--- config.mk ---
export PLATFORM = sky130hd
export DESIGN_NAME = overwrite_ring_sample_buffer_core
export DESIGN_NICKNAME = d
export VERILOG_FILES = /design/src/rtl/orsb_pkg.sv /design/src/rtl/orsb_cell.sv /design/src/rtl/orsb_ctrl.sv /design/src/rtl/overwrite_ring_sample_buffer_core.sv
export SDC_FILE = /design/constraint.sdc
export NUM_CORES = 2
export LEC_CHECK = 0
export BUFFER_PORTS_ARGS = -buffer_cell sky130_fd_sc_hd__buf_2
export CAP_MARGIN = 20
export CORE_MARGIN = 4
export CORE_UTILIZATION = 54
export DETAILED_ROUTE_END_ITERATION = 10
export GPL_TIMING_DRIVEN = 0
export PLACE_DENSITY = 0.7
export REMOVE_ABC_BUFFERS = 1
export SYNTH_ARGS = -nofsm -noshare
export SYNTH_HDL_FRONTEND = slang
export SYNTH_SLANG_ARGS = --single-unit
--- constraint.sdc ---
create_clock -name clk -period 8.1 [get_ports clk]
set_input_delay 0.405 -clock clk [delete_from_list [all_inputs] [get_ports clk]]
set_output_delay 0.405 -clock clk [all_outputs]
set_load 0.05 [all_outputs]
--- src/rtl/orsb_pkg.sv ---
package orsb_pkg;

    localparam int unsigned COMMAND_W = 2;
    localparam int unsigned SAMPLE_W  = 16;
    localparam int unsigned COUNT_W   = 7;
    // cell positions: one code per cell of a chain up to 64 deep
    localparam int unsigned POS_W     = 6;

    localparam logic [COMMAND_W-1:0] CMD_INSERT = 2'd0;
    localparam logic [COMMAND_W-1:0] CMD_DUMP   = 2'd1;
    localparam logic [COMMAND_W-1:0] CMD_RESIZE = 2'd2;

    typedef struct packed {
        logic             shift;      // every cell takes its upper neighbor
        logic             wrap;       // cell at last_pos takes the head instead
        logic             write_en;   // cell at write_pos takes the new sample
        logic [POS_W-1:0] write_pos;
        logic [POS_W-1:0] last_pos;
    } cell_ctrl_t;

endpackage

--- src/rtl/orsb_cell.sv ---
module orsb_cell #(
    parameter int unsigned INDEX = 0,
    parameter int unsigned WIDTH = 16
) (
    input  logic                  clk,
    input  orsb_pkg::cell_ctrl_t  ctl,
    input  logic [WIDTH-1:0]      neighbor,
    input  logic [WIDTH-1:0]      head,
    input  logic [WIDTH-1:0]      sample,
    output logic [WIDTH-1:0]      data
);
    import orsb_pkg::*;

    localparam logic [POS_W-1:0] MY_POS = POS_W'(INDEX);

    logic [WIDTH-1:0] data_reg;
    logic [WIDTH-1:0] data_next;

    always_comb
    begin
        data_next = data_reg;
        if (ctl.shift)
        begin
            if (ctl.wrap && (ctl.last_pos == MY_POS))
                data_next = head;
            else
                data_next = neighbor;
        end
        if (ctl.write_en && (ctl.write_pos == MY_POS))
            data_next = sample;
    end

    always_ff @(posedge clk)
    begin
        data_reg <= data_next;
    end

    assign data = data_reg;

endmodule

--- src/rtl/orsb_ctrl.sv ---
module orsb_ctrl #(
    parameter int unsigned DEPTH       = 64,
    parameter int unsigned SAMPLE_BITS = 16
) (
    input  logic                                clk,
    input  logic                                rst_n,
    input  logic                                cmd_valid,
    output logic                                cmd_stall,
    input  logic [orsb_pkg::COMMAND_W-1:0]      command,
    input  logic [orsb_pkg::COUNT_W-1:0]        new_capacity,
    input  logic [SAMPLE_BITS-1:0]              head,
    output orsb_pkg::cell_ctrl_t                ctl,
    output logic                                res_valid,
    input  logic                                res_stall,
    output logic [orsb_pkg::SAMPLE_W-1:0]       sample_out,
    output logic                                is_last,
    output logic                                is_empty,
    output logic [orsb_pkg::COUNT_W-1:0]        stored_count
);
    import orsb_pkg::*;

    localparam int unsigned CNT_W = $clog2(DEPTH + 1);
    localparam logic [CNT_W-1:0]   DEPTH_CNT = CNT_W'(DEPTH);
    localparam logic [COUNT_W-1:0] DEPTH_REQ = COUNT_W'(DEPTH);

    localparam logic [1:0] ST_IDLE = 2'd0;
    localparam logic [1:0] ST_DUMP = 2'd1;
    localparam logic [1:0] ST_TRIM = 2'd2;

    logic [1:0]       state_reg, state_next;
    logic [CNT_W-1:0] fill_reg, fill_next;
    logic [CNT_W-1:0] cap_reg, cap_next;
    logic [CNT_W-1:0] idx_reg, idx_next;

    logic                 res_valid_reg, res_valid_next;
    logic [SAMPLE_W-1:0]  sample_reg;
    logic                 last_reg;
    logic                 empty_reg;
    logic [COUNT_W-1:0]   count_reg;

    logic                 accept;
    logic                 out_free;
    logic                 load;
    logic [SAMPLE_W-1:0]  load_sample;
    logic                 load_last;
    logic                 load_empty;
    logic [COUNT_W-1:0]   cap_sat;
    logic [SAMPLE_BITS+SAMPLE_W-1:0] head_wide;

    assign cmd_stall = (state_reg != ST_IDLE);
    assign accept    = cmd_valid && !cmd_stall;
    assign out_free  = !res_valid_reg || !res_stall;
    assign cap_sat   = (new_capacity > DEPTH_REQ) ? DEPTH_REQ : new_capacity;
    assign head_wide = {{SAMPLE_W{1'b0}}, head};

    always_comb
    begin
        state_next  = state_reg;
        fill_next   = fill_reg;
        cap_next    = cap_reg;
        idx_next    = idx_reg;
        ctl         = '0;
        load        = 1'b0;
        load_sample = '0;
        load_last   = 1'b0;
        load_empty  = 1'b0;

        case (state_reg)
            ST_IDLE:
            begin
                if (accept)
                begin
                    case (command)
                        CMD_INSERT:
                        begin
                            // zero capacity discards the sample
                            if (cap_reg != '0)
                            begin
                                ctl.write_en = 1'b1;
                                if (fill_reg == cap_reg)
                                begin
                                    // full: drop the oldest by shifting down
                                    ctl.shift     = 1'b1;
                                    ctl.write_pos = POS_W'(cap_reg - 1'b1);
                                end
                                else
                                begin
                                    ctl.write_pos = POS_W'(fill_reg);
                                    fill_next     = fill_reg + 1'b1;
                                end
                            end
                        end
                        CMD_DUMP:
                        begin
                            idx_next   = '0;
                            state_next = ST_DUMP;
                        end
                        CMD_RESIZE:
                        begin
                            cap_next   = cap_sat[CNT_W-1:0];
                            state_next = ST_TRIM;
                        end
                        default:
                        begin
                        end
                    endcase
                end
            end
            ST_DUMP:
            begin
                if (out_free)
                begin
                    load = 1'b1;
                    if (fill_reg == '0)
                    begin
                        load_last  = 1'b1;
                        load_empty = 1'b1;
                        state_next = ST_IDLE;
                    end
                    else
                    begin
                        // emit the head and rotate it to the back of the held run
                        load_sample   = head_wide[SAMPLE_W-1:0];
                        load_last     = (idx_reg == fill_reg - 1'b1);
                        ctl.shift     = 1'b1;
                        ctl.wrap      = 1'b1;
                        ctl.last_pos  = POS_W'(fill_reg - 1'b1);
                        idx_next      = idx_reg + 1'b1;
                        if (load_last)
                            state_next = ST_IDLE;
                    end
                end
            end
            ST_TRIM:
            begin
                if (fill_reg > cap_reg)
                begin
                    ctl.shift = 1'b1;
                    fill_next = fill_reg - 1'b1;
                end
                else
                begin
                    state_next = ST_IDLE;
                end
            end
            default:
            begin
                state_next = ST_IDLE;
            end
        endcase
    end

    always_comb
    begin
        if (load)
            res_valid_next = 1'b1;
        else if (res_stall)
            res_valid_next = res_valid_reg;
        else
            res_valid_next = 1'b0;
    end

    always_ff @(posedge clk or negedge rst_n)
    begin
        if (!rst_n)
        begin
            state_reg     <= ST_IDLE;
            fill_reg      <= '0;
            cap_reg       <= DEPTH_CNT;
            idx_reg       <= '0;
            res_valid_reg <= 1'b0;
        end
        else
        begin
            state_reg     <= state_next;
            fill_reg      <= fill_next;
            cap_reg       <= cap_next;
            idx_reg       <= idx_next;
            res_valid_reg <= res_valid_next;
        end
    end

    always_ff @(posedge clk)
    begin
        if (load)
        begin
            sample_reg <= load_sample;
            last_reg   <= load_last;
            empty_reg  <= load_empty;
            count_reg  <= COUNT_W'(fill_reg);
        end
    end

    assign res_valid    = res_valid_reg;
    assign sample_out   = sample_reg;
    assign is_last      = last_reg;
    assign is_empty     = empty_reg;
    assign stored_count = count_reg;

endmodule

--- src/rtl/overwrite_ring_sample_buffer_core.sv ---
// channel   valid       stall       payload
// cmd       cmd_valid   cmd_stall   command, sample_in, new_capacity
// res       res_valid   res_stall   sample_out, is_last, is_empty, stored_count
//
// Samples sit in a chain of cells, oldest in cell 0. A dump emits one word per
// held sample (one for an empty ring): the chain rotates one place per word past
// the single head tap. Resize shifts the dropped samples out, one a cycle.
// Reset clears count and sets capacity to DEPTH; cell contents are not reset.
// A stall on res holds the current word and pauses the rotation.
module overwrite_ring_sample_buffer_core #(
    parameter int unsigned DEPTH       = 64,
    parameter int unsigned SAMPLE_BITS = 16
) (
    input  logic                            clk,
    input  logic                            rst_n,
    input  logic                            cmd_valid,
    output logic                            cmd_stall,
    input  logic [orsb_pkg::COMMAND_W-1:0]  command,
    input  logic [orsb_pkg::SAMPLE_W-1:0]   sample_in,
    input  logic [orsb_pkg::COUNT_W-1:0]    new_capacity,
    output logic                            res_valid,
    input  logic                            res_stall,
    output logic [orsb_pkg::SAMPLE_W-1:0]   sample_out,
    output logic                            is_last,
    output logic                            is_empty,
    output logic [orsb_pkg::COUNT_W-1:0]    stored_count
);
    import orsb_pkg::*;

    cell_ctrl_t                       ctl;
    logic [SAMPLE_BITS-1:0]           cell_data [DEPTH];
    logic [SAMPLE_BITS+SAMPLE_W-1:0]  sample_wide;

    // mask or extend the incoming sample to the cell width
    assign sample_wide = {{SAMPLE_BITS{1'b0}}, sample_in};

    for (genvar i = 0; i < DEPTH; i++)
    begin : g_cell
        logic [SAMPLE_BITS-1:0] upper;
        if (i == DEPTH - 1)
        begin : g_top
            assign upper = cell_data[i];
        end
        else
        begin : g_mid
            assign upper = cell_data[i+1];
        end

        orsb_cell #(
            .INDEX (i),
            .WIDTH (SAMPLE_BITS)
        ) u_cell (
            .clk      (clk),
            .ctl      (ctl),
            .neighbor (upper),
            .head     (cell_data[0]),
            .sample   (sample_wide[SAMPLE_BITS-1:0]),
            .data     (cell_data[i])
        );
    end

    orsb_ctrl #(
        .DEPTH       (DEPTH),
        .SAMPLE_BITS (SAMPLE_BITS)
    ) u_ctrl (
        .clk          (clk),
        .rst_n        (rst_n),
        .cmd_valid    (cmd_valid),
        .cmd_stall    (cmd_stall),
        .command      (command),
        .new_capacity (new_capacity),
        .head         (cell_data[0]),
        .ctl          (ctl),
        .res_valid    (res_valid),
        .res_stall    (res_stall),
        .sample_out   (sample_out),
        .is_last      (is_last),
        .is_empty     (is_empty),
        .stored_count (stored_count)
    );

endmodule

**Word level (Yosys, flattened, before mapping)**

Cells that the tools add are included.

- $lt $le $gt $ge: 2
- Add/subtract/negate cells: 4
- Reduce and logical (&&, ||, !) cells: 215
- Mux-type cells: 234
- Shifts and indexed selects: 0
- Bitwise operators: 2
- Multipliers: 0
- Divide/modulo/power cells: 0
- Equality and inequality tests: 145

Operators by type and width:

| kind | count |
|---|---|
| $mux 16 | 192 |
| $eq 6x6->1 const B | 64 |
| $eq 6x5->1 const B | 32 |
| $reduce_bool 2->1 | 68 |
| $logic_and 1x1->1 | 129 |
| $mux 7 | 14 |
| $eq 6x4->1 const B | 16 |
| $eq 6x3->1 const B | 8 |
| $pmux 7 s2 | 2 |
| $eq 6x2->1 const B | 4 |
| $mux 6 | 4 |
| $add 7x1->7 const B | 2 |
| $eq 7x7->1 | 2 |
| $mux 2 | 7 |
| $eq 6x1->1 const B | 2 |
| $logic_not 6->1 | 2 |
| $mux 1 | 12 |
| $ne 2x2->1 const B | 6 |
| $ne 2x1->1 const B | 5 |
| $reduce_and 5->1 | 2 |
| $gt 7x7->1 | 1 |
| $gt 7x7->1 const B | 1 |
| $logic_not 7->1 | 1 |
| $reduce_bool 7->1 | 1 |
| other kinds (17) | 25 |

- Bits of input ports: 29
- Latch bits: 0
- Memory bits (read-only): 0
- RAM bits: 0
- Memories kept: 0
- Register bits after elaboration: 1073

**Longest topological paths before layout**

- Word-level depth: 10
- Gate-level depth with buffers: 13
- Depth with buffers taken out: 8

**Cells and area by module**

From an unflattened synthesis, not the netlist that was laid out.

- Cell total of the unflattened synthesis: 7270
- Area total of the unflattened synthesis: 67667.4 sq um

Modules (own cells, without submodules):

| module | area each (sq um) | times used | cells an instance | seq. area each (sq um) |
|---|---|---|---|---|
| orsb_cell at g_cell[21].u_cell ... | 1007.2 | 10 | 113 | 480.5 |
| orsb_cell at g_cell[23].u_cell ... | 1056.0 | 8 | 112 | 480.5 |
| orsb_cell at g_cell[20].u_cell ... | 1008.5 | 6 | 113 | 480.5 |
| orsb_cell at g_cell[53].u_cell ... | 1002.2 | 5 | 113 | 480.5 |
| orsb_cell at g_cell[10].u_cell ... | 974.7 | 5 | 101 | 480.5 |
| orsb_cell at g_cell[55].u_cell ... | 1051.0 | 4 | 112 | 480.5 |
| orsb_cell at g_cell[17].u_cell ... | 1021.0 | 4 | 114 | 480.5 |
| orsb_cell at g_cell[11].u_cell ... | 982.2 | 4 | 100 | 480.5 |
| orsb_cell at g_cell[48].u_cell ... | 1003.5 | 3 | 113 | 480.5 |
| orsb_ctrl | 2941.6 | 1 | 262 | 1352.5 |
| orsb_cell at g_cell[19].u_cell ... | 1037.2 | 2 | 111 | 480.5 |
| orsb_cell at g_cell[31].u_cell ... | 1017.2 | 2 | 112 | 480.5 |
| orsb_cell at g_cell[16].u_cell ... | 1012.2 | 2 | 114 | 480.5 |
| orsb_cell at g_cell[4].u_cell ... | 997.2 | 2 | 101 | 480.5 |
| 6 more rows | n/a | n/a | n/a | n/a |

**Least setup slack after synthesis**

OpenSTA, ideal clock, no wires.

- Path type: reg-to-reg
- From: register u_ctrl.fill_reg[0]
- To: register g_cell[53].u_cell.data_reg[10], data pin
- Arrival: 3590 ps
- Path buffers: 3
- Setup slack: 4248 ps
- Period minus slack after synthesis: 3852 ps
- Cell stages (with the launch flop): 12
- Required time: 7838 ps
- Path through: dfrtp_1 buf_1 inv_1 ha_1 buf_2 nor3b_2 a221oi_1 o211ai_2 nor2_2 buf_4 mux2_2 mux2_1

- Word-level cells in the longest chain between the ends: 9

RTL lines:

| element | RTL line | text |
|---|---|---|
| from (decl) | orsb_ctrl.sv:31 | `logic [CNT_W-1:0] fill_reg, fill_next;` |
| from (signal assigned) | orsb_ctrl.sv:176 | `fill_reg <= fill_next;` |
| $sub 7x1->7 (tied with other cells) | n/a |  |
| $mux 6 (on tied branches) | orsb_ctrl.sv:114, orsb_ctrl.sv:80 |  |
| $mux 6 / $mux 7 (equally long branches) | orsb_ctrl.sv:111, orsb_ctrl.sv:77 |  |
| $mux 6 / $mux 7 (equally long branches) | orsb_ctrl.sv:68, orsb_ctrl.sv:73 |  |
| $eq 6x6->1 / $mux 7 (equally long branches) | orsb_cell.sv:24, orsb_ctrl.sv:71 |  |
| $logic_and 1x1->1 / $mux 7 (equally long branches) | orsb_cell.sv:24, orsb_ctrl.sv:68 |  |
| $mux 16 / $eq 6x6->1 (equally long branches) | orsb_cell.sv:24, orsb_cell.sv:29 |  |
| $mux 16 / $logic_and 1x1->1 (equally long branches) | orsb_cell.sv:22, orsb_cell.sv:29 |  |
| $mux 16 * | orsb_cell.sv:29 | `if (ctl.write_en && (ctl.write_pos == MY_POS))` |
| via g_cell[53].u_cell.data_next[10] | orsb_cell.sv:17 | `logic [WIDTH-1:0] data_next;` |
| to (signal assigned) | orsb_cell.sv:35 | `data_reg <= data_next;` |
| to (decl) | orsb_cell.sv:16 | `logic [WIDTH-1:0] data_reg;` |

Mark *: on every way through the listed nets, which the timed path passes. The rest lies on a longest branch. The select of a mux whose other input is x is not followed.
A chain may end at the register's enable or synchronous reset.

**Worst setup path after layout**

- From: register u_ctrl.fill_reg[0]
- To: register g_cell[29].u_cell.data_reg[8] (enable)

- Word-level cells in the longest chain between the ends: 9

RTL lines:

| element | RTL line | text |
|---|---|---|
| $eq 7x7->1 | orsb_ctrl.sv:80 | `if (fill_reg == cap_reg)` |
| $mux 6 | orsb_ctrl.sv:80 |  |
| $mux 7 | orsb_ctrl.sv:77 | `if (cap_reg != '0)` |
| $mux 7 | orsb_ctrl.sv:73 | `case (command)` |
| $mux 7 | orsb_ctrl.sv:71 | `if (accept)` |
| $mux 7 | orsb_ctrl.sv:68 | `case (state_reg)` |
| $eq 6x5->1 | orsb_cell.sv:29 |  |
| $logic_and 1x1->1 | orsb_cell.sv:29 |  |
| $reduce_bool 2->1 (no line) * | n/a |  |
| to (signal assigned) | orsb_cell.sv:35 |  |
| to (decl) | orsb_cell.sv:16 |  |

Mark *: on every way between the ends. The rest lies on a longest branch, timed or not.

==> run metrics <==
status complete, no violations; Hold WC Path Type input pin to flop; Ys Warns 0; Crit Path Class flop to flop; Req. time, crit path between 8 and 9 ns; worst-path fanout max 20; layout cell share with drive strength beyond 1 0.308; Worst-path clk slew approximately 0.06 ns; Via density 6.18; IO Port Bufs 55; fmax ~180 MHz; clk root buf clkbuf_16; Detailed Route WL about 150000 µm; Post-DP Area between 60000 and 70000 µm²; NumNets Final ~4.4k; Synth area leader edfxtp_1; H-Tree Depth 3; placed insts around 5.6k; drt first-iter violations approximately 3.5k; count of state elements after synthesis between 1k and 1.5k; antenna-violating nets left 0; Ports 56; sequential share of the synthesized area 0.554; worst setup margin 2.42 ns; commonest non-fill, non-tap cell in the layout edfxtp_1; Power Density 220 nW/µm²; drt first pass iters 6; setup bufs post-CTS 0; Final Max Tran Viols 0; Yosys top cell area share 0.543; routed vias about 36k; commonest cells after routing, fill and taps aside 1049 x edfxtp_1, 953 x mux2_2, 513 x mux2i_1; Worst slew margin 0.218; reg-to-reg startpoint u_ctrl.fill_reg[0]$_DFFE_PN0P_; Starting Density 0.548; clock tree buffer depth 3; GR Overflow Total 0; initial antenna violation count 3; LEAKAGE about 24 nW; Post-Synthesis Cells around 4.5k; Post-Syn Area roughly 58000 µm²; Critical Path Source u_ctrl.fill_reg[0]$_DFFE_PN0P_; RSZ-0062 raised after global routing no; Clock Latency Late Sink 0.73 ns; Unique masters post-synth between 70 and 80; clock sink count 1073; worst hold slack about 0.17 ns; R2R Setup Slk roughly 2.4 ns; Non-Filler Instances ~5.9k; max reg flops between 1k and 1.5k; CTS tree yes; die area between 100000 and 150000 µm²; Rows about 120; Die X 336 µm; design area roughly 64000 µm²; DR WL/cell 25.8 µm; post-cts repair resize count 0; Area Overhead vs Synth 11.1%; Post-DP HPWL between 100000 and 150000 µm; Max Cap Viol 0; Core Footprint around 110000 µm²; largest net degree at the start of global routing 65; Synth area leaders edfxtp_1 54%, mux2_2 19%, mux2i_1 8.9%; CP Data Arrival Time roughly 6.0 ns; Final min period around 5.7 ns; Post-Route Skew 0.0335 ns; hold path startpoint sample_in[11]; Worst Tran Pin Value approximately 1.2 ns; Die Ht around 340 µm; Setup violations, final 0; count of final hold-check violations 0; vias in the first global route between 30k and 40k; crit path capture type flop; Synth async-reset ratio 0.0224; routability congestion estimate about 0.85; main flop type after synthesis edfxtp_1; dpl ws 2.59 ns; number of enable flip-flop cells after synthesis around 1.0k; peak supply drop around 0.17 mV; total power about 14 mW; period utilisation layout 0.701; post-route setup TNS 0 ns; Tot GR Track Use 0.266; CTS Buf Count ~120; Mean Syn Cell Area roughly 13 µm²; remaining routing DRC violations 0; global-route wire length before repair roughly 230000 µm; Critical Path Source Type flop; final core utilization 0.609
synthesized netlist by cell type, types with 14 or more instances:
library cell	n
mux2i_1	513
nand4_1	22
nor3_1	17
o21ai_0	260
nand2_1	351
edfxtp_1	1049
dfrtp_1	23
mux2_2	953
clkbuf_1	321
a21oi_1	271
nor2_1	277
and2_1	23
buf_2	83
nand3_1	23
mux2_1	41
nor2_2	32
nand2b_1	31
inv_1	14
buf_4	27
buf_1	20
worst max-delay path, stage by stage (launching register included):
cell and delay (ns):
dfrtp_1 0.66, inv_1 0.24, ha_1 0.35, and3_1 0.37, a21oi_1 0.20, a211o_1 0.69, nor3_1 1.04, nand2_1 0.84
nand2_1 0.87
logic make-up (layout without fill, tap and decap cells):
family | Yosys count | after routing | synth area share
buffers and inverters | 478 | 408 | 0.0362
multiplexers | 1507 | 1507 | 0.282
AND/OR/NAND/NOR | 852 | 852 | 0.0675
AO/OA/AOI/OAI | 593 | 593 | 0.0547
XOR/XNOR | 24 | 24 | 0.00363
adder cells (fa/ha/maj) | 12 | 12 | 0.00259
flip-flops | 1073 | 1073 | 0.554
other | 0 | 3 | 0
timing repair:
item,in CTS,in global routing
setup endpoints to repair,0,0
hold buffers,13,0
hold endpoints to repair,32,0
where the power goes:
part	internal (mW)	switching, mW
combinational	0.793	1.16
sequential	6.63	0.226
clock	3.13	2.24
layout make-up:
type / instances / area (µm²)
flip-flops and latches: 1073 / 32100
clock inverters: 73 / 761
inverters: 14 / 52.6
fillers: 7956 / 41400
well taps: 1391 / 1740
diodes: 3 / 7.51
multi-input cells: 2988 / 23900
repair buffers: 180 / 2830
clock buffers: 141 / 3040
metal layers:
metal / vias to the layer above / track usage / part of all wire
met2: 1356 / 0.441 / 0.48
met4: 2 / 0.0975 / 0.040
met5: - / 0 / 0.00022
met1: 18000 / 0.351 / 0.41
li1: 16500 / - / -
met3: 346 / 0.0504 / 0.075
worst paths after layout:
kind                                                  endpoint  cells after the start
max in group asynchronous        u_ctrl.idx_reg[3]$_DFFE_PN0P_                      2
setup / recovery           g_cell[29].u_cell.data[8]$_DFFE_PP_                      8
hold / removal             g_cell[1].u_cell.data[11]$_DFFE_PP_                      3
setup reg to reg           g_cell[29].u_cell.data[8]$_DFFE_PP_                      8
hold reg to reg             g_cell[0].u_cell.data[4]$_DFFE_PP_                      1
min in group asynchronous       u_ctrl.fill_reg[3]$_DFFE_PN0P_                      2
Power figures use the tool's default switching activity.
